`src/rpt_pkg.sv`:
```
// ----------------------------------------------------------------------------
// rpt_pkg: shared types and constants of the rating pair table
// field widths, operation and status codes, cell token
// ----------------------------------------------------------------------------
`default_nettype none

package rpt_pkg;

  localparam int unsigned Entries  = 64;
  localparam int unsigned IdBits   = 16;
  localparam int unsigned RateBits = 7;
  localparam int unsigned CntBits  = $clog2(Entries + 1);
  localparam int unsigned SumBits  = $clog2(Entries * 100 + 1);
  localparam int unsigned MaxRating = 100;

  localparam logic [1:0] OpInsert = 2'd0;
  localparam logic [1:0] OpRemove = 2'd1;
  localparam logic [1:0] OpRating = 2'd2;
  localparam logic [1:0] OpAvg    = 2'd3;

  localparam logic [2:0] StAdded   = 3'd0;
  localparam logic [2:0] StUpdated = 3'd1;
  localparam logic [2:0] StRemoved = 3'd2;
  localparam logic [2:0] StAbsent  = 3'd3;
  localparam logic [2:0] StFound   = 3'd4;
  localparam logic [2:0] StAvg     = 3'd5;
  localparam logic [2:0] StFull    = 3'd6;

  // token handed from cell to cell, one hop a cycle
  typedef struct packed {
    logic                live;
    logic [1:0]          op;
    logic [IdBits-1:0]   user;
    logic [IdBits-1:0]   item;
    logic [RateBits-1:0] rating;
    logic                hit;
    logic [RateBits-1:0] hit_rating;
    logic [SumBits-1:0]  sum;
    logic [CntBits-1:0]  cnt;
  } token_t;

  // second pass command for insert of a new pair
  typedef struct packed {
    logic                live;
    logic                done;
    logic [IdBits-1:0]   user;
    logic [IdBits-1:0]   item;
    logic [RateBits-1:0] rating;
  } fill_t;

endpackage

`default_nettype wire

```
`src/rpt_div.sv`:
```
// ----------------------------------------------------------------------------
// rpt_div: restoring divider for the rounded average
// computes (2*sum+cnt)/(2*cnt) one quotient bit a cycle
// ----------------------------------------------------------------------------
`default_nettype none

module rpt_div (
  input  wire logic                        clk_i,
  input  wire logic                        rst_ni,
  input  wire logic                        start_i,
  input  wire logic [rpt_pkg::SumBits-1:0] sum_i,
  input  wire logic [rpt_pkg::CntBits-1:0] cnt_i,
  output logic                             done_o,
  output logic [rpt_pkg::RateBits-1:0]     quo_o
);

  localparam int unsigned NB = rpt_pkg::SumBits + 2;
  localparam int unsigned SB = $clog2(NB + 1);

  logic [NB-1:0] num_q, num_d, rem_q, rem_d, den_q;
  logic [NB-1:0] rsh;
  logic [SB-1:0] step_q;
  logic          busy_q;

  always_comb begin
    rsh   = {rem_q[NB-2:0], num_q[NB-1]};
    num_d = {num_q[NB-2:0], 1'b0};
    rem_d = rsh;
    if (rsh >= den_q) begin
      rem_d    = rsh - den_q;
      num_d[0] = 1'b1;
    end
  end

  always_ff @(posedge clk_i or negedge rst_ni) begin
    if (!rst_ni) begin
      busy_q <= 1'b0;
      done_o <= 1'b0;
    end else begin
      done_o <= 1'b0;
      if (start_i) begin
        busy_q <= 1'b1;
        num_q  <= NB'({sum_i, 1'b0}) + NB'(cnt_i);
        rem_q  <= '0;
        den_q  <= NB'({cnt_i, 1'b0});
        step_q <= SB'(NB);
      end else if (busy_q) begin
        num_q  <= num_d;
        rem_q  <= rem_d;
        step_q <= step_q - 1'b1;
        if (step_q == SB'(1)) begin
          busy_q <= 1'b0;
          done_o <= 1'b1;
        end
      end
    end
  end

  // quotient never exceeds the maximum rating
  assign quo_o = (num_q > NB'(rpt_pkg::MaxRating)) ? rpt_pkg::RateBits'(rpt_pkg::MaxRating)
                                                   : num_q[rpt_pkg::RateBits-1:0];

endmodule

`default_nettype wire

```
`config.mk`:
```
export PLATFORM = sky130hd
export DESIGN_NAME = rpt_div
export DESIGN_NICKNAME = d
export VERILOG_FILES = /design/src/rpt_pkg.sv /design/src/rpt_div.sv
export SDC_FILE = /design/constraint.sdc
export NUM_CORES = 1
export LEC_CHECK = 0
export ABC_AREA = 1
export BUFFER_PORTS_ARGS = -buffer_cell sky130_fd_sc_hd__buf_2
export CORE_MARGIN = 10
export CORE_UTILIZATION = 40
export DETAILED_ROUTE_END_ITERATION = 10
export GPL_TIMING_DRIVEN = 0
export PLACE_DENSITY_LB_ADDON = 0.2
export SKIP_CTS_REPAIR_TIMING = 1
export SLEW_MARGIN = 20
export SYNTH_ARGS = -nofsm -noshare
export SYNTH_HDL_FRONTEND = slang
export SYNTH_SLANG_ARGS = --single-unit
```
`constraint.sdc`:
```
create_clock -name clk_i -period 2.6 [get_ports clk_i]
set_input_delay 0.26 -clock clk_i [delete_from_list [all_inputs] [get_ports clk_i]]
set_output_delay 0.26 -clock clk_i [all_outputs]
set_load 0.01 [all_outputs]
```
After elaboration in Yosys (flattened, before gate mapping)

Cells that the tools add are included.

Register bits after elaboration: 43
Logic and storage cells: 28

$lt $le $gt $ge: 2
Multiplexer cells: 13
Eq/ne operators: 1
Reduce and logical (&&, ||, !) cells: 3
Add/subtract/negate cells: 3

Operators by type and width:

| kind                                                | number |
|---|---|
| 2-to-1 mux 15 bit                                   | 4 |
| adder 14 x 7 -> 15 bit                              | 1 |
| >= comparator 15 x 8 -> 1 bit                       | 1 |
| > comparator 15 x 7 -> 1 bit, second input constant | 1 |
| subtractor 15 x 8 -> 15 bit                         | 1 |
| 2-to-1 mux 1 bit                                    | 7 |
| 2-to-1 mux 7 bit                                    | 1 |
| == test 4 x 1 -> 1 bit, second input constant       | 1 |
| 2-to-1 mux 4 bit                                    | 1 |
| AND reduction 2 bit                                 | 2 |
| subtractor 4 x 1 -> 4 bit, second input constant    | 1 |
| nonzero test 2 bit                                  | 1 |

Logic depth before layout (Yosys ltp)

Depth in word-level cells: 4
Gate-level depth with buffers: 14

Least setup slack after synthesis

Ideal clock, no wire load.

Path type: reg-to-reg
Start: register rem_q[0]
End: register rem_q[10], data pin
Setup slack: 0.529 ns
Setup time: 0.266 ns
Data arrival time: 1.805 ns
Cell stages (with the launch flop): 14
Path buffers: 1
Cell sequence: edfxtp_1 -> inv_1 -> ha_1 -> inv_1 -> fa_1 -> nand2_1 -> nand3_1 -> nand3_1 -> nand2_1 -> nand2_4 -> nand3_4 -> buf_6 -> nand2_1 -> a21oi_1

Word-level cells in the longest chain between the ends: 3
Elaborated cells between the ends (all ways): 4
Classes of those cells: add/sub: 1; order compare: 1; mux: 2

RTL lines:

| element                                                                             | line                         | source |
|---|---|---|
| from (decl)                                                                         | rpt_div.sv:20                | `logic [NB-1:0] num_q, num_d, rem_q, rem_d, den_q;` |
| from (signal assigned)                                                              | rpt_div.sv:49                | `rem_q <= rem_d;` |
| subtractor 15 x 8 -> 15 bit / >= comparator 15 x 8 -> 1 bit (equally long branches) | rpt_div.sv:30, rpt_div.sv:29 |  |
| 2-to-1 mux 15 bit *                                                                 | rpt_div.sv:29                | `if (rsh >= den_q) begin` |
| 2-to-1 mux 15 bit *                                                                 | rpt_div.sv:47                | `end else if (busy_q) begin` |

Mark *: on every way between the ends. The rest lies on a longest branch, timed or not.
A chain may end at the register's enable or synchronous reset.

Worst setup path after layout

Same ends and word-level chain as after synthesis.

==> qor.csv <==
metric;value;unit
synth_cells;407;
cts_root_buffer;clkbuf_8;
synth_ff_type;edfxtp_1;
grt_pass1_wl;12.1;mm
worst-endpoint-arrival;2.41;ns
fmax;421;MHz
synth.distinct_cells;34;
finalCriticalPeriod;2.38;ns
synthXorXnorAreaFrac;1.72;%
clkTransAtPathRegs;0.08;ns
ir_drop;247;uV
criticalPathCategory;reg -> reg;
grt_max_degree;23;
htree_levels;2;
yosysMostFrequentCell;nand2_1;
synthArstFlopShare;4.76;%
cts_made_buffers;5;
max-cap-violations;0;
intPower;1.32;mW
syn_nets;447;
timing.final.ws_setup;0.223;ns
clk_path_buf_depth;2;
power_density;547;nW/um^2
routed_via_density;4.98;
synth-edff-count;40;
tns;0;ns
p_comb_share;25.4;%
nets;484;
outcome;finished, final reports clean;
start_util;41.7;%
yosys_warnings;0;
syn-cell-area;3060;sq um
routedWlPerCell;13.0;microns
seqPwrFrac;45.9;%
place_inst;535;
insertion_delay;0.29;ns
tritoncts;built;
netlist_top_cells_count;nand2_1 (136), inv_1 (60), edfxtp_1 (40);
swShare;30.4;%
synthAdderAreaFrac;7.45;%
skew;0.0113;ns
period_share;91.4;%
synthSimpleGateAreaFrac;34.8;%
design.core.area;7330;sq um
drtIter0Drc;84;
gp_congestion;0.841;
synthTopCellsByArea;edfxtp_1 (39%), nand2_1 (17%), inv_1 (7.4%);
p_total;1.89;mW
dp.final_hpwl;5.68;mm
fin_cells;544;
grt_pass1_vias;2783;
synthMuxAreaShare;0;%
diodes;0;
avgSynthCellArea;7.51;sq um
slew_headroom;53.7;%
maxSlewViolCount;0;
wirelength;7.10;mm
syn_to_final_growth;12.9;%
setup_viol;0;
hold_viol_final;0;
pre_cts_ws;0.207;ns
row_count;31;
worst_pin_slew;0.692;ns
die_h;107;microns
p_switching;0.574;mW
die_area;11500;sq um
p_leak;1.68;nW
grt.overflow.total;0;
vias;2711;
die_w;107;microns
path_max_fanout;10;
synth_top_cell_by_area;edfxtp_1;
yosys_register_bits;42;
ys_seq_area_share;40.9;%
cts_sinks;42;
hp-class;in -> reg;
crit_required;2.63;ns
grt_use_total;12.7;%
cp-end-kind;register;
port_buffers;29;
drc;0;
io_pins;31;
synth_top_family_by_area;simple AND/OR/NAND/NOR gates;
yosys.area.top_type_share;39.3;%
rsz0062_at_grt;false;
startpoint_type;register;
pwr-share-clk;28.6;%
ant_nets;0;
antenna_found_initial;0;
synth_compound_area_share;6.30;%
drive_gt1_share;11.2;%
first_pass_iters;5;
-- state kept, by name, indices dropped and copies added (netlist names) --
signal,cells
busy_q,1
den_q,7
done_o,1
num_q,15
rem_q,14
step_q,4
-- kinds of logic after synthesis --
| logic type | count (synthesis) |
|---|---|
| AOI/OAI and AO/OA | 36 |
| and+or+nand+nor | 236 |
| adders and majority gates | 17 |
| buffers and inverters | 70 |
| xor gates and xnor gates | 6 |
| DFF | 42 |
-- stage by stage --
| stage | hold WS (ns) | util [%] | area [sq um] |
|---|---|---|---|
| 2_1_floorplan | -0.0356 | - | 3060 |
| 3_3_place_gp | 0.251 | 45.4 | 3330 |
| 3_5_place_dp | 0.260 | 45.4 | 3330 |
| 4_1_cts | -0.0606 | 47.0 | 3440 |
| 5_1_grt | 0.155 | 47.1 | 3450 |
| 6_report | 0.159 | 47.1 | 3450 |
-- critical path, stage by stage (launching register included) --
cell      delay (ns)
edfxtp_1        0.37
inv_1           0.12
ha_1            0.16
inv_1           0.06
fa_1            0.45
nand2_1         0.10
nand3_1         0.10
nand3_1         0.10
nand2_1         0.11
nand2_4         0.13
nand3_4         0.10
buf_6           0.17
nand2_1         0.07
a21oi_1         0.06
-- placed cells by master, fill, tap and decap left out, types with 2 or more instances in the layout --
cell | netlist | routed
nand2_1 | 136 | 136
inv_1 | 60 | 60
edfxtp_1 | 40 | 40
nand3_1 | 37 | 37
nor2_1 | 31 | 31
buf_2 | 0 | 29
o21ai_0 | 18 | 18
ha_1 | 15 | 15
nand4_1 | 13 | 13
a21oi_1 | 11 | 11
xnor2_1 | 6 | 6
clkbuf_1 | 5 | 6
clkbuf_8 | 0 | 6
nor3_1 | 3 | 3
o22ai_1 | 3 | 3
inv_2 | 3 | 3
nand3b_1 | 3 | 3
nor2_2 | 2 | 2
nand3_4 | 2 | 2
fa_1 | 2 | 2
dfrtp_1 | 2 | 2
-- power by group through the flow --
| stage | sequential [mW] | combinational (mW) | clock (mW) |
|---|---|---|---|
| after global placement | 0.881 | 0.476 | 0 |
| final | 0.868 | 0.481 | 0.541 |
| after global routing | 0.877 | 0.562 | 0.580 |
| after floorplan | 0.869 | 0.367 | 0 |
| after CTS | 0.869 | 0.484 | 0.555 |
| after detailed placement | 0.883 | 0.482 | 0 |
-- path summary, 6_finish.rpt --
path	slack, ns	end	cells past startpoint	startpoint
max in group asynchronous	1.78	busy_q	2	rst_ni
worst max register to register	0.22	rem_q[10]	13	rem_q[0]
min in group asynchronous	0.48	done_o	2	rst_ni
worst min-delay path	0.16	den_q[2]	1	cnt_i[1]
worst max-delay path	0.22	rem_q[10]	13	rem_q[0]
worst min register to register	0.57	num_q[13]	2	num_q[12]
-- area by class of cell --
type	count	area [sq um]
Fill cell	726	3880
Multi-Input combinational cell	295	1540
Sequential cell	42	1250
Inverter	63	236
Timing Repair Buffer	30	155
Tap cell	99	124
Clock buffer	7	86.3
Buffer	7	33.8
Clock inverter	1	30.0
-- per-layer routing --
metal / vias up / global-route usage [%] / part of all wire (%)
met5: - / 0 / 0
met4: 0 / 3.53 / 1.1
met3: 5 / 2.69 / 4.5
met2: 60 / 22.9 / 48
met1: 1234 / 14.8 / 47
li1: 1412 / - / -
No activity file was read; power rests on OpenSTA's default activity.
