## src/rpt_pkg.sv

```systemverilog
// ----------------------------------------------------------------------------
// rpt_pkg: shared types and constants of the rating pair table
// field widths, operation and status codes, cell token
// ----------------------------------------------------------------------------
`default_nettype none

package rpt_pkg;

  localparam int unsigned Entries  = 64;
  localparam int unsigned IdBits   = 16;
  localparam int unsigned RateBits = 7;
  localparam int unsigned CntBits  = $clog2(Entries + 1);
  localparam int unsigned SumBits  = $clog2(Entries * 100 + 1);
  localparam int unsigned MaxRating = 100;

  localparam logic [1:0] OpInsert = 2'd0;
  localparam logic [1:0] OpRemove = 2'd1;
  localparam logic [1:0] OpRating = 2'd2;
  localparam logic [1:0] OpAvg    = 2'd3;

  localparam logic [2:0] StAdded   = 3'd0;
  localparam logic [2:0] StUpdated = 3'd1;
  localparam logic [2:0] StRemoved = 3'd2;
  localparam logic [2:0] StAbsent  = 3'd3;
  localparam logic [2:0] StFound   = 3'd4;
  localparam logic [2:0] StAvg     = 3'd5;
  localparam logic [2:0] StFull    = 3'd6;

  // token handed from cell to cell, one hop a cycle
  typedef struct packed {
    logic                live;
    logic [1:0]          op;
    logic [IdBits-1:0]   user;
    logic [IdBits-1:0]   item;
    logic [RateBits-1:0] rating;
    logic                hit;
    logic [RateBits-1:0] hit_rating;
    logic [SumBits-1:0]  sum;
    logic [CntBits-1:0]  cnt;
  } token_t;

  // second pass command for insert of a new pair
  typedef struct packed {
    logic                live;
    logic                done;
    logic [IdBits-1:0]   user;
    logic [IdBits-1:0]   item;
    logic [RateBits-1:0] rating;
  } fill_t;

endpackage

`default_nettype wire

```

## src/rpt_cell.sv

```systemverilog
// ----------------------------------------------------------------------------
// rpt_cell: one table slot
// holds one entry, matches the passing token and forwards it
// ----------------------------------------------------------------------------
`default_nettype none

module rpt_cell (
  input  wire logic            clk_i,
  input  wire logic            rst_ni,
  input  wire rpt_pkg::token_t tok_i,
  output rpt_pkg::token_t      tok_o,
  input  wire rpt_pkg::fill_t  fill_i,
  output rpt_pkg::fill_t       fill_o
);

  logic                         valid_q;
  logic [rpt_pkg::IdBits-1:0]   user_q, item_q;
  logic [rpt_pkg::RateBits-1:0] rating_q;
  rpt_pkg::token_t              tok_d, tok_q;
  rpt_pkg::fill_t               fill_d, fill_q;
  logic                         pair_m, item_m, take;

  assign item_m = valid_q && item_q == tok_i.item;
  assign pair_m = item_m && user_q == tok_i.user && !tok_i.hit;
  assign take   = fill_i.live && !fill_i.done && !valid_q;

  always_comb begin
    tok_d = tok_i;
    if (tok_i.live && tok_i.op != rpt_pkg::OpAvg && pair_m) begin
      tok_d.hit        = 1'b1;
      tok_d.hit_rating = rating_q;
    end
    if (tok_i.live && tok_i.op == rpt_pkg::OpAvg && item_m) begin
      tok_d.sum = tok_i.sum + rpt_pkg::SumBits'(rating_q);
      tok_d.cnt = tok_i.cnt + 1'b1;
    end
    fill_d = fill_i;
    if (take) fill_d.done = 1'b1;
  end

  always_ff @(posedge clk_i or negedge rst_ni) begin
    if (!rst_ni) begin
      valid_q     <= 1'b0;
      tok_q.live  <= 1'b0;
      fill_q.live <= 1'b0;
    end else begin
      tok_q  <= tok_d;
      fill_q <= fill_d;
      if (tok_i.live && pair_m) begin
        if (tok_i.op == rpt_pkg::OpInsert) rating_q <= tok_i.rating;
        if (tok_i.op == rpt_pkg::OpRemove) valid_q  <= 1'b0;
      end
      if (take) begin
        valid_q  <= 1'b1;
        user_q   <= fill_i.user;
        item_q   <= fill_i.item;
        rating_q <= fill_i.rating;
      end
    end
  end

  assign tok_o  = tok_q;
  assign fill_o = fill_q;

endmodule

`default_nettype wire

```

## config.mk

```make
export PLATFORM = sky130hd
export DESIGN_NAME = rpt_cell
export DESIGN_NICKNAME = d
export VERILOG_FILES = /design/src/rpt_pkg.sv /design/src/rpt_cell.sv
export SDC_FILE = /design/constraint.sdc
export NUM_CORES = 1
export LEC_CHECK = 0
export BUFFER_PORTS_ARGS = -buffer_cell sky130_fd_sc_hd__clkbuf_2
export CAP_MARGIN = 20
export CORE_UTILIZATION = 48
export CTS_CLUSTER_DIAMETER = 80
export DETAILED_ROUTE_END_ITERATION = 6
export GPL_ROUTABILITY_DRIVEN = 0
export HOLD_SLACK_MARGIN = 0.08
export PLACE_DENSITY = 0.79
export SLEW_MARGIN = 30
export SYNTH_ARGS = -nofsm -noshare
export SYNTH_HDL_FRONTEND = slang
export SYNTH_SLANG_ARGS = --single-unit
```

## constraint.sdc

```tcl
create_clock -name clk_i -period 2.8 [get_ports clk_i]
set_input_delay 0.28 -clock clk_i [delete_from_list [all_inputs] [get_ports clk_i]]
set_output_delay 0.28 -clock clk_i [all_outputs]
set_load 0.01 [all_outputs]
```

# Word level (Yosys, flattened, before mapping)
# Cells that the tools add are included.
# classes
add_sub_neg	2
n_eq_ne	5
n_mux	8
reduce_logical	20
# ops
cell	count
16-bit equality test	2
7-bit two-way mux	4
20-bit two-way mux	1
13-bit by 7-bit adder with 13-bit output	1
1-bit logical AND	10
7-bit by 1-bit adder with 7-bit output, second input constant	1
2-bit nonzero test	3
2-bit AND reduction	2
1-bit zero test	3
1-bit two-way mux	3
3-bit AND reduction	1
2-bit by 1-bit equality test with 1-bit output, second input constant	1
2-bit equality test, second input constant	1
2-bit zero test	1
2-bit inequality test, second input constant	1
# word_totals
regBits	151
input_bits	113
word_cells	53

# Depth between registers and ports, before layout
# Gate-level depths: netlist of run 1.
# logic_depth
ltp_word	7
ltp_mapped	8
mapped_depth_nobuf	8

# Worst setup path before layout of run 1
# No wires, ideal clock.
# synth_path
path_kind	register to register
startpoint	register rating_q[0] (netlist bit)
endpoint	register tok_q, in the netlist tok_o[19], data pin
setup_ns	0.257
t_arrival_ns	2.107
t_required_ns	2.543
slack_ns	0.436
stages_incl_launch_ff	9
n_path_buf	0
synth_period_minus_slack_ns	2.364
cell_sequence	edfxtp_1 ha_1 fa_1 a211oi_2 nor2_1 or3_1 a21oi_2 and4bb_2 xor2_1
# synth_lines
element	line_no	source
from (decl)	rpt_cell.sv:18	logic [rpt_pkg::RateBits-1:0] rating_q;
from (signal assigned)	rpt_cell.sv:50	if (tok_i.op == rpt_pkg::OpInsert) rating_q <= tok_i.rating;
from (signal assigned)	rpt_cell.sv:57	rating_q <= fill_i.rating;
to (signal assigned)	rpt_cell.sv:47	tok_q <= tok_d;
to (decl)	rpt_cell.sv:19	rpt_pkg::token_t tok_d, tok_q;

==> results of run 1 <==
worst max path at each step:
stage	start	end	slack, ns
finish	rating_q[0]	tok_o[19]	0.26
detailed placement	rating_q[0]	tok_o[19]	0.30
global placement	tok_i[7]	tok_o[19]	0.35
CTS	rating_q[0]	tok_o[19]	0.28
global route	rating_q[0]	tok_o[19]	0.14
floorplan	rating_q[0]	tok_o[19]	0.44
cells in the final DEF, fill, tap and decap left out, drive strengths merged, types with 3 or more instances in the layout:
cell         synthesis  final
inv                  3      6
nand2                3      3
nor3                 6      6
nand3                4      4
dfrtp                3      3
clkbuf               1    246
nand4               12     12
nor2                10     10
xnor2               41     41
buf                  2      5
dlygate4sd3          0     82
ha                   8      8
edfxtp             148    148
a21oi                5      5
xor2                 6      6
mux2                21     21
layer usage:
metal  part of all wire  vias to the layer above  GRT usage
met2               0.56                      156      0.464
met4              0.029                        0      0.120
li1                   -                     1807          -
met5                  0                        -          0
met1               0.36                     1885      0.246
met3              0.053                       33     0.0590
power by group:
group,switching [mW],internal [mW],total [mW],leakage [nW]
clock,0.892,1.35,2.25,0.285
sequential,0.0503,2.64,2.69,1.45
combinational,0.288,0.280,0.568,1.68
stage by stage:
step	hold slack, ns	utilization	std cells
after floorplan	-0.0156	-	298
after global placement	0.172	0.611	665
after detailed placement	0.175	0.611	665
after CTS	0.0923	0.733	779
after global routing	0.0844	0.733	779
final	0.106	0.733	779
cells by family (layout without fill, tap and decap cells):
kind of cell               after synthesis  in the layout
and+or+nand+nor                         49             49
AOI/OAI and AO/OA                       15             15
adders and majority gates                9              9
xor gates and xnor gates                47             47
buffers and inverters                    6            344
muxes                                   21             21
DFF                                    151            151
flip-flops by register name, summed over array words and instances (netlist names):
register and cells:
rating_q 7, user_q 16, item_q 16, tok_o 70, fill_o 41, valid_q 1
cell type report:
| type | count | area, um^2 |
|---|---|---|
| multi-input combinational | 141 | 1160 |
| timing repair buffer | 309 | 1980 |
| clock inverter | 8 | 87.6 |
| fill | 706 | 3070 |
| clock buffer | 24 | 502 |
| inverter | 3 | 11.3 |
| sequential | 151 | 4520 |
| tap | 143 | 179 |
worst max-delay path, cell delays in order, from the launching register on:
cell      delay, ns
edfxtp_1       0.39
ha_1           0.22
fa_1           0.44
a211oi_2       0.22
nor2_1         0.09
or3_1          0.35
a21oi_2        0.19
and4bb_2       0.25
xor2_1         0.13
==> run metrics, run 1 <==
sequential fraction of the synthesis area=0.791; die area=0.0123 mm^2; Inserted Diodes=0; final period utilization=0.907; FF-to-FF Start=rating_q[0]; Hold Violations, Final=0; pre-CTS WS=0.303 ns; worst-case vdd ir drop=0.000383 V; Synthesis Warnings=0; Hold Path End=tok_o[55]; initial antenna violation count=0; DR DRC count=23; Final min period=2.54 ns; Worst EP arrival=2.71 ns; most common cell in the netlist=edfxtp_1; hold path depth=1; ys flop type=edfxtp_1; worst hold path type=input pin to flop; Power Dens Cells=652 mW/mm^2; post-CTS setup buffer count=0; Post-Synth XOR/XNOR Area=0.0720; Mapped Cells=298; setup ws final=0.260 ns; worst-path maximum fanout=3; TritonCTS Sinks=151; wire per inst=18.5 um; Rows=39; post-CTS sizing=0; P_leak=3.41 nW; RR Endpoint=tok_o[19]; Ports=224; R2R Setup Slk=0.26 ns; drt pass-1 iters=7; Synth Area in Adders=0.0210; top cell type's share of synthesized area=0.777; fin. max-slew vios=0; largest family of logic cells by synthesized area=XOR/XNOR gates; I/O Buffers=223; Synth Area in Compound Gates=0.0184; Cell Area, Placed=0.00704 mm^2; Avg Cell Area, Syn=19.2 um^2; Max Root-Sink Buffers=2; Worst-Margin Slew=0.451 ns; Clock Root Buffer=clkbuf_16; layout cells sized above 1=0.453; EDFF count, synth=148; Initial DRC Count=197; Max Freq=394 MHz; via count=3881; Required @ worst endpoint=2.97 ns; core area=0.0115 mm^2; Yosys cell types=39; status=finished, violations left; net count after synthesis=420; flops & latches, synth=151; sum of negative setup slack=0 ns; crit path launch type=flop; Final Skew=0.0123 ns; Avg Vias per Cell=4.98; Clock Latency Late Sink=0.42 ns; starting density of the core=0.496; largest net degree at the start of global routing=70; CTS clk-pin slew, worst paths=0.06 ns; Design Power=5.51 mW; Final setup viols=0; Post-CTS Hold Buffers=82; final WL=14.4 mm; max_cap viols=0; Post-DRT Antenna Nets=0; Num CTS Buffers=17; final non-filler cell area=0.00845 mm^2; All-Layer GR Usage=0.243; critical path class=flop to flop; Die Width=111 um; Layout Area Growth over Synthesis=47.7%; first-pass GRT wire length=21.9 mm; top post-synthesis cells by count=edfxtp_1, xnor2_1, mux2_2; hold path start=tok_i[55]; Setup crit end kind=flop; simple-gate share of the synthesized area=0.0501; HPWL after DPL=8.96 mm; CTS tree=yes; H-tree Lvls=4; mux share of post-synthesis cell area=0.0414; post-synth top area cell=edfxtp_1; Post-layout nets=745; Area contributors post-synth=edfxtp_1, xnor2_1, mux2_2; Die H=111 um; Max-slew headroom=0.699; vias in the first global route=4234; RSZ-0062 raised after global routing=false; asr flop ratio synth=0.0199; GR Overflow Total=0; Mapped Area=0.00572 mm^2; R2R cell count=8; failing checks=design-rule violations
Power figures use the tool's default switching activity.
==> run 2: changes to the inputs <==
--- a/config.mk
+++ b/config.mk
@@ -5,7 +5,7 @@
 export SDC_FILE = /design/constraint.sdc
 export NUM_CORES = 1
 export LEC_CHECK = 0
-export BUFFER_PORTS_ARGS = -buffer_cell sky130_fd_sc_hd__clkbuf_2
+export BUFFER_PORTS_ARGS = -buffer_cell sky130_fd_sc_hd__buf_4
 export CAP_MARGIN = 20
 export CORE_UTILIZATION = 48
 export CTS_CLUSTER_DIAMETER = 80
==> run metrics, run 2 (synthesized netlist as in run 1, its figures left out) <==
Worst EP arrival=2.68 ns (was 2.71 ns); max_cap viols=0 (unchanged); CTS clk-pin slew, worst paths=0.06 ns (about the same); pre-CTS WS=0.299 ns (was 0.303 ns); Max-slew headroom=0.709 (was 0.699); Num CTS Buffers=17 (unchanged); Max Freq=397 MHz (was 394 MHz); Post-DRT Antenna Nets=0 (unchanged); slowest library cell on the worst path=fa_1 (unchanged); largest net degree at the start of global routing=70 (unchanged); GR Overflow Total=0 (unchanged); worst-path maximum fanout=3 (unchanged); met1 WL=5.40 mm (was 5.16 mm); Final min period=2.52 ns (was 2.54 ns); Met3 Routed Length=911 um (was 769 um); Final Non-Filler Cells=783 (was 779); core area=0.0115 mm^2 (unchanged); Setup crit end kind=flop (unchanged); post-CTS setup buffer count=0 (unchanged); initial antenna violation count=3 (was 0); Max Root-Sink Buffers=2 (unchanged); wire per inst=19.3 um (was 18.5 um); All-Layer GR Usage=0.254 (was 0.243); Hold Violations, Final=0 (unchanged); die area=0.0123 mm^2 (unchanged); HPWL after DPL=9.33 mm (was 8.96 mm); met2 wire len=8.38 mm (was 8.10 mm); worst hold path type=input pin to flop (unchanged); Power Dens Cells=614 mW/mm^2 (was 652 mW/mm^2); DR DRC count=22 (was 23); sum of negative setup slack=0 ns (unchanged); failing checks=design-rule violations (unchanged); RSZ-0062 raised after global routing=false (unchanged); worst-case vdd ir drop=0.000436 V (was 0.000383 V); I/O Buffers=223 (unchanged); Final Skew=0.0105 ns (was 0.0123 ns); Clock Latency Late Sink=0.42 ns (about the same); Ports=224 (unchanged); layout cells sized above 1=0.446 (was 0.453); starting density of the core=0.496 (unchanged); Post-layout nets=746 (was 745); fin. max-slew vios=0 (unchanged); R2R cell count=8 (unchanged); first-pass GRT wire length=22.8 mm (was 21.9 mm); final WL=15.1 mm (was 14.4 mm); critical path class=flop to flop (unchanged); H-tree Lvls=4 (unchanged); most frequent cells in the layout=buf_4, edfxtp_1, dlygate4sd3_1 (was clkbuf_2, edfxtp_1, dlygate4sd3_1); crit path cell chain=ha_1 > fa_1 > a211oi_2 > nor2_1 > or3_1 > a21oi_2 > and4bb_2 > xor2_1 (unchanged); Die Width=111 um (unchanged); max reg flops=70 (unchanged); top layer in use=met4 (unchanged); vias in the first global route=4143 (was 4234); hold path depth=2 (was 1); post-CTS sizing=0 (unchanged); crit path launch type=flop (unchanged); final period utilization=0.900 (was 0.907); drt pass-1 iters=6 (was 7); DP Cell Count=665 (unchanged); Required @ worst endpoint=2.96 ns (was 2.97 ns); Avg Vias per Cell=5.03 (was 4.98); Rows=39 (unchanged); commonest non-fill, non-tap cell in the layout=buf_4 (was clkbuf_2); Clock Root Buffer=clkbuf_16 (unchanged); critical path's largest stage delay=0.44 ns (about the same); status=finished, violations left (unchanged); Final setup viols=0 (unchanged); setup ws final=0.279 ns (was 0.260 ns); Die H=111 um (unchanged); Layout Area Growth over Synthesis=56.9% (was 47.7%); via count=3939 (was 3881); CTS tree=yes (unchanged); Initial DRC Count=238 (was 197); TritonCTS Sinks=151 (unchanged); WHS=0.144 ns (was 0.106 ns); P_leak=3.54 nW (was 3.41 nW); Worst-Margin Slew=0.436 ns (was 0.451 ns); Post-CTS Hold Buffers=83 (was 82)
## run 2: power by group
part / switching, mW / internal, mW / leakage [nW]
combinational: 0.293 / 0.392 / 1.83
sequential: 0.0528 / 2.64 / 1.45
clock: 0.906 / 1.22 / 0.262
## run 2: layout make-up
type                            count  area (um^2)
Antenna cell                        3         7.51
Tap cell                          143          179
Timing Repair Buffer              310         2550
Multi-Input combinational cell    141         1160
Inverter                            3         11.3
Sequential cell                   151         4520
Clock buffer                       19          433
Fill cell                         627         2550
Clock inverter                     13          106
## run 2: worst max-delay path, delay by kind of cell (launching register included)
family	cells	cell delay, ns
DFF	1	0.40
and+or+nand+nor	3	0.68
AOI/OAI and AO/OA	2	0.38
adders and majority gates	2	0.66
xor gates and xnor gates	1	0.14
## run 2: path summary, 6_finish.rpt
kind	slack [ns]	end	start
setup / recovery	0.28	tok_o[19]	rating_q[0]
hold / removal	0.14	tok_o[27]	tok_i[27]
setup reg to reg	0.28	tok_o[19]	rating_q[0]
hold reg to reg	0.62	tok_o[22]	rating_q[2]
max in group asynchronous	1.83	tok_o[69]	rst_ni
min in group asynchronous	0.32	fill_o[40]	rst_ni
## run 2: through the flow
step                cell area [um^2]  power [mW]  utilization
global placement                7590        3.30        0.659
floorplan                       5720        2.90            -
global route                    8970        5.66        0.779
detailed placement              7590        3.32        0.659
finish                          8970        5.50        0.779
CTS                             8960        5.49        0.778
## run 2: layer usage
metal,vias to the layer above,GRT usage
met1,1930,0.276
li1,1809,-
met5,-,0
met3,28,0.0558
met2,172,0.466
met4,0,0.125
==> run 3: changes to the inputs <==
--- a/config.mk
+++ b/config.mk
@@ -7,12 +7,12 @@
 export LEC_CHECK = 0
 export BUFFER_PORTS_ARGS = -buffer_cell sky130_fd_sc_hd__buf_4
 export CAP_MARGIN = 20
-export CORE_UTILIZATION = 48
+export CORE_UTILIZATION = 52
 export CTS_CLUSTER_DIAMETER = 80
 export DETAILED_ROUTE_END_ITERATION = 6
 export GPL_ROUTABILITY_DRIVEN = 0
 export HOLD_SLACK_MARGIN = 0.08
-export PLACE_DENSITY = 0.79
+export PLACE_DENSITY = 0.85
 export SLEW_MARGIN = 30
 export SYNTH_ARGS = -nofsm -noshare
 export SYNTH_HDL_FRONTEND = slang
==> constraint.sdc (replaced) <==
create_clock -name clk_i -period 3.3 [get_ports clk_i]
set_input_delay 0.33 -clock clk_i [delete_from_list [all_inputs] [get_ports clk_i]]
set_output_delay 0.33 -clock clk_i [all_outputs]
set_load 0.01 [all_outputs]
==> run metrics, run 3 (synthesized netlist as in run 1, its figures left out) <==
Inserted Diodes=0 (was 3); FF-to-FF Start=rating_q[0] (unchanged); CTS clk-pin slew, worst paths=0.07 ns (was 0.06 ns); vias in the first global route=4432 (was 4143); RSZ-0062 raised after global routing=false (unchanged); Avg Vias per Cell=5.21 (was 5.03); largest net degree at the start of global routing=80 (was 70); hold path depth=2 (unchanged); Post-layout nets=747 (was 746); DP Cell Count=657 (was 665); worst hold path type=input pin to flop (unchanged); via count=4030 (was 3939); Max Root-Sink Buffers=2 (unchanged); GR Overflow Total=0 (unchanged); post-CTS setup buffer count=0 (unchanged); drt pass-1 iters=4 (was 6); R2R cell count=8 (unchanged); Worst-Margin Slew=0.493 ns (was 0.436 ns); die area=0.0114 mm^2 (was 0.0123 mm^2); CTS tree=yes (unchanged); Max Freq=386 MHz (was 397 MHz); Num CTS Buffers=17 (unchanged); first-pass GRT wire length=23.7 mm (was 22.8 mm); core area=0.0105 mm^2 (was 0.0115 mm^2); Rows=37 (was 39); Required @ worst endpoint=3.57 ns (was 2.96 ns); layout cells sized above 1=0.447 (was 0.446); crit path launch type=flop (unchanged); Clock Root Buffer=clkbuf_8 (was clkbuf_16); Post-DRT Antenna Nets=0 (unchanged); Setup crit end kind=flop (unchanged); Finished Core Util=0.853 (was 0.779); Cell Area, Placed=0.00757 mm^2 (was 0.00759 mm^2); Die Width=107 um (was 111 um); hold path start=tok_i[6] (was tok_i[27]); wire per inst=20.7 um (was 19.3 um); HPWL after DPL=9.62 mm (was 9.33 mm); max_cap viols=0 (unchanged); final non-filler cell area=0.00896 mm^2 (was 0.00897 mm^2); commonest non-fill, non-tap cell in the layout=buf_4 (unchanged); fin. max-slew vios=0 (unchanged); CP startpoint=rating_q[0] (unchanged); Initial DRC Count=202 (was 238); I/O Buffers=223 (unchanged); worst-path maximum fanout=3 (unchanged); starting density of the core=0.544 (was 0.496); H-tree Lvls=4 (unchanged); Final min period=2.59 ns (was 2.52 ns); initial antenna violation count=0 (was 3); Final setup viols=0 (unchanged); Ports=224 (unchanged); Clock Latency Late Sink=0.53 ns (was 0.42 ns); Final Skew=0.0145 ns (was 0.0105 ns); Die H=107 um (was 111 um); critical path class=flop to flop (unchanged); Final Non-Filler Cells=774 (was 783); post-CTS sizing=0 (unchanged); setup ws final=0.706 ns (was 0.279 ns); final WL=16.0 mm (was 15.1 mm); Hold Violations, Final=0 (unchanged); TritonCTS Sinks=151 (unchanged); DR DRC count=0 (was 22); Power Dens Cells=523 mW/mm^2 (was 614 mW/mm^2); status=finished clean (was finished, violations left); worst-case vdd ir drop=0.000391 V (was 0.000436 V); Layout Area Growth over Synthesis=56.8% (was 56.9%); max reg flops=70 (unchanged); sum of negative setup slack=0 ns (unchanged); final period utilization=0.786 (was 0.900); Post-CTS Hold Buffers=85 (was 83); P_leak=3.54 nW (about the same); pre-CTS WS=0.728 ns (was 0.299 ns); All-Layer GR Usage=0.293 (was 0.254); most frequent cells in the layout=buf_4, edfxtp_1, dlygate4sd3_1 (unchanged); Max-slew headroom=0.671 (was 0.709); Worst EP arrival=2.86 ns (was 2.68 ns)
==> run 3: cell count changes in the layout (fill, tap and decap cells not counted), sizes merged <==
| cell | previous run | this run |
|---|---|---|
| inv | 5 | 9 |
| clkinvlp | 1 | 2 |
| clkinv | 9 | 4 |
| diode | 3 | 0 |
| buf | 227 | 226 |
| dlygate4sd3 | 83 | 85 |
==> run 3: layer usage <==
metal | vias to the layer above | part of all wire | global-route usage | wire length (um)
met5 | - | 0 | 0 | 0
met4 | 0 | 0.035 | 0.144 | 565
met3 | 37 | 0.052 | 0.0590 | 835
met2 | 193 | 0.57 | 0.570 | 9190
met1 | 1994 | 0.34 | 0.293 | 5450
li1 | 1806 | - | - | -
==> run 3: through the flow <==
step	total power, mW	hold WS (ns)
final	4.68	0.111
after global routing	4.81	0.101
after CTS	4.66	0.0844
after detailed placement	2.82	0.318
after global placement	2.80	0.306
after floorplan	2.46	0.0344
==> run 3: critical path, stage by stage (launching register included) <==
cell	delay, ns
edfxtp_1	0.42
ha_1	0.24
fa_1	0.45
a211oi_2	0.22
nor2_1	0.10
or3_1	0.34
a21oi_2	0.19
and4bb_2	0.25
xor2_1	0.13
==> run 3: final timing paths <==
check                                  to  slack [ns]
worst max-delay path            tok_o[19]        0.71
worst min-delay path             tok_o[6]        0.11
worst max register to register  tok_o[19]        0.71
worst min register to register  tok_o[20]        0.65
max in group asynchronous       tok_o[69]        2.16
min in group asynchronous         valid_q        0.37
==> run 3: cell type report <==
cell class | instances | area, um^2
fill | 465 | 1550
multi-input combinational | 141 | 1160
clock buffer | 19 | 422
sequential | 151 | 4520
clock inverter | 13 | 119
tap | 136 | 170
timing repair buffer | 311 | 2560
inverter | 3 | 11.3
==> run 3: where the power goes <==
part | leakage, nW | internal, mW | total, mW | switching [mW]
Sequential | 1.45 | 2.24 | 2.29 | 0.0456
Clock | 0.263 | 1.01 | 1.80 | 0.793
Combinational | 1.83 | 0.334 | 0.592 | 0.258
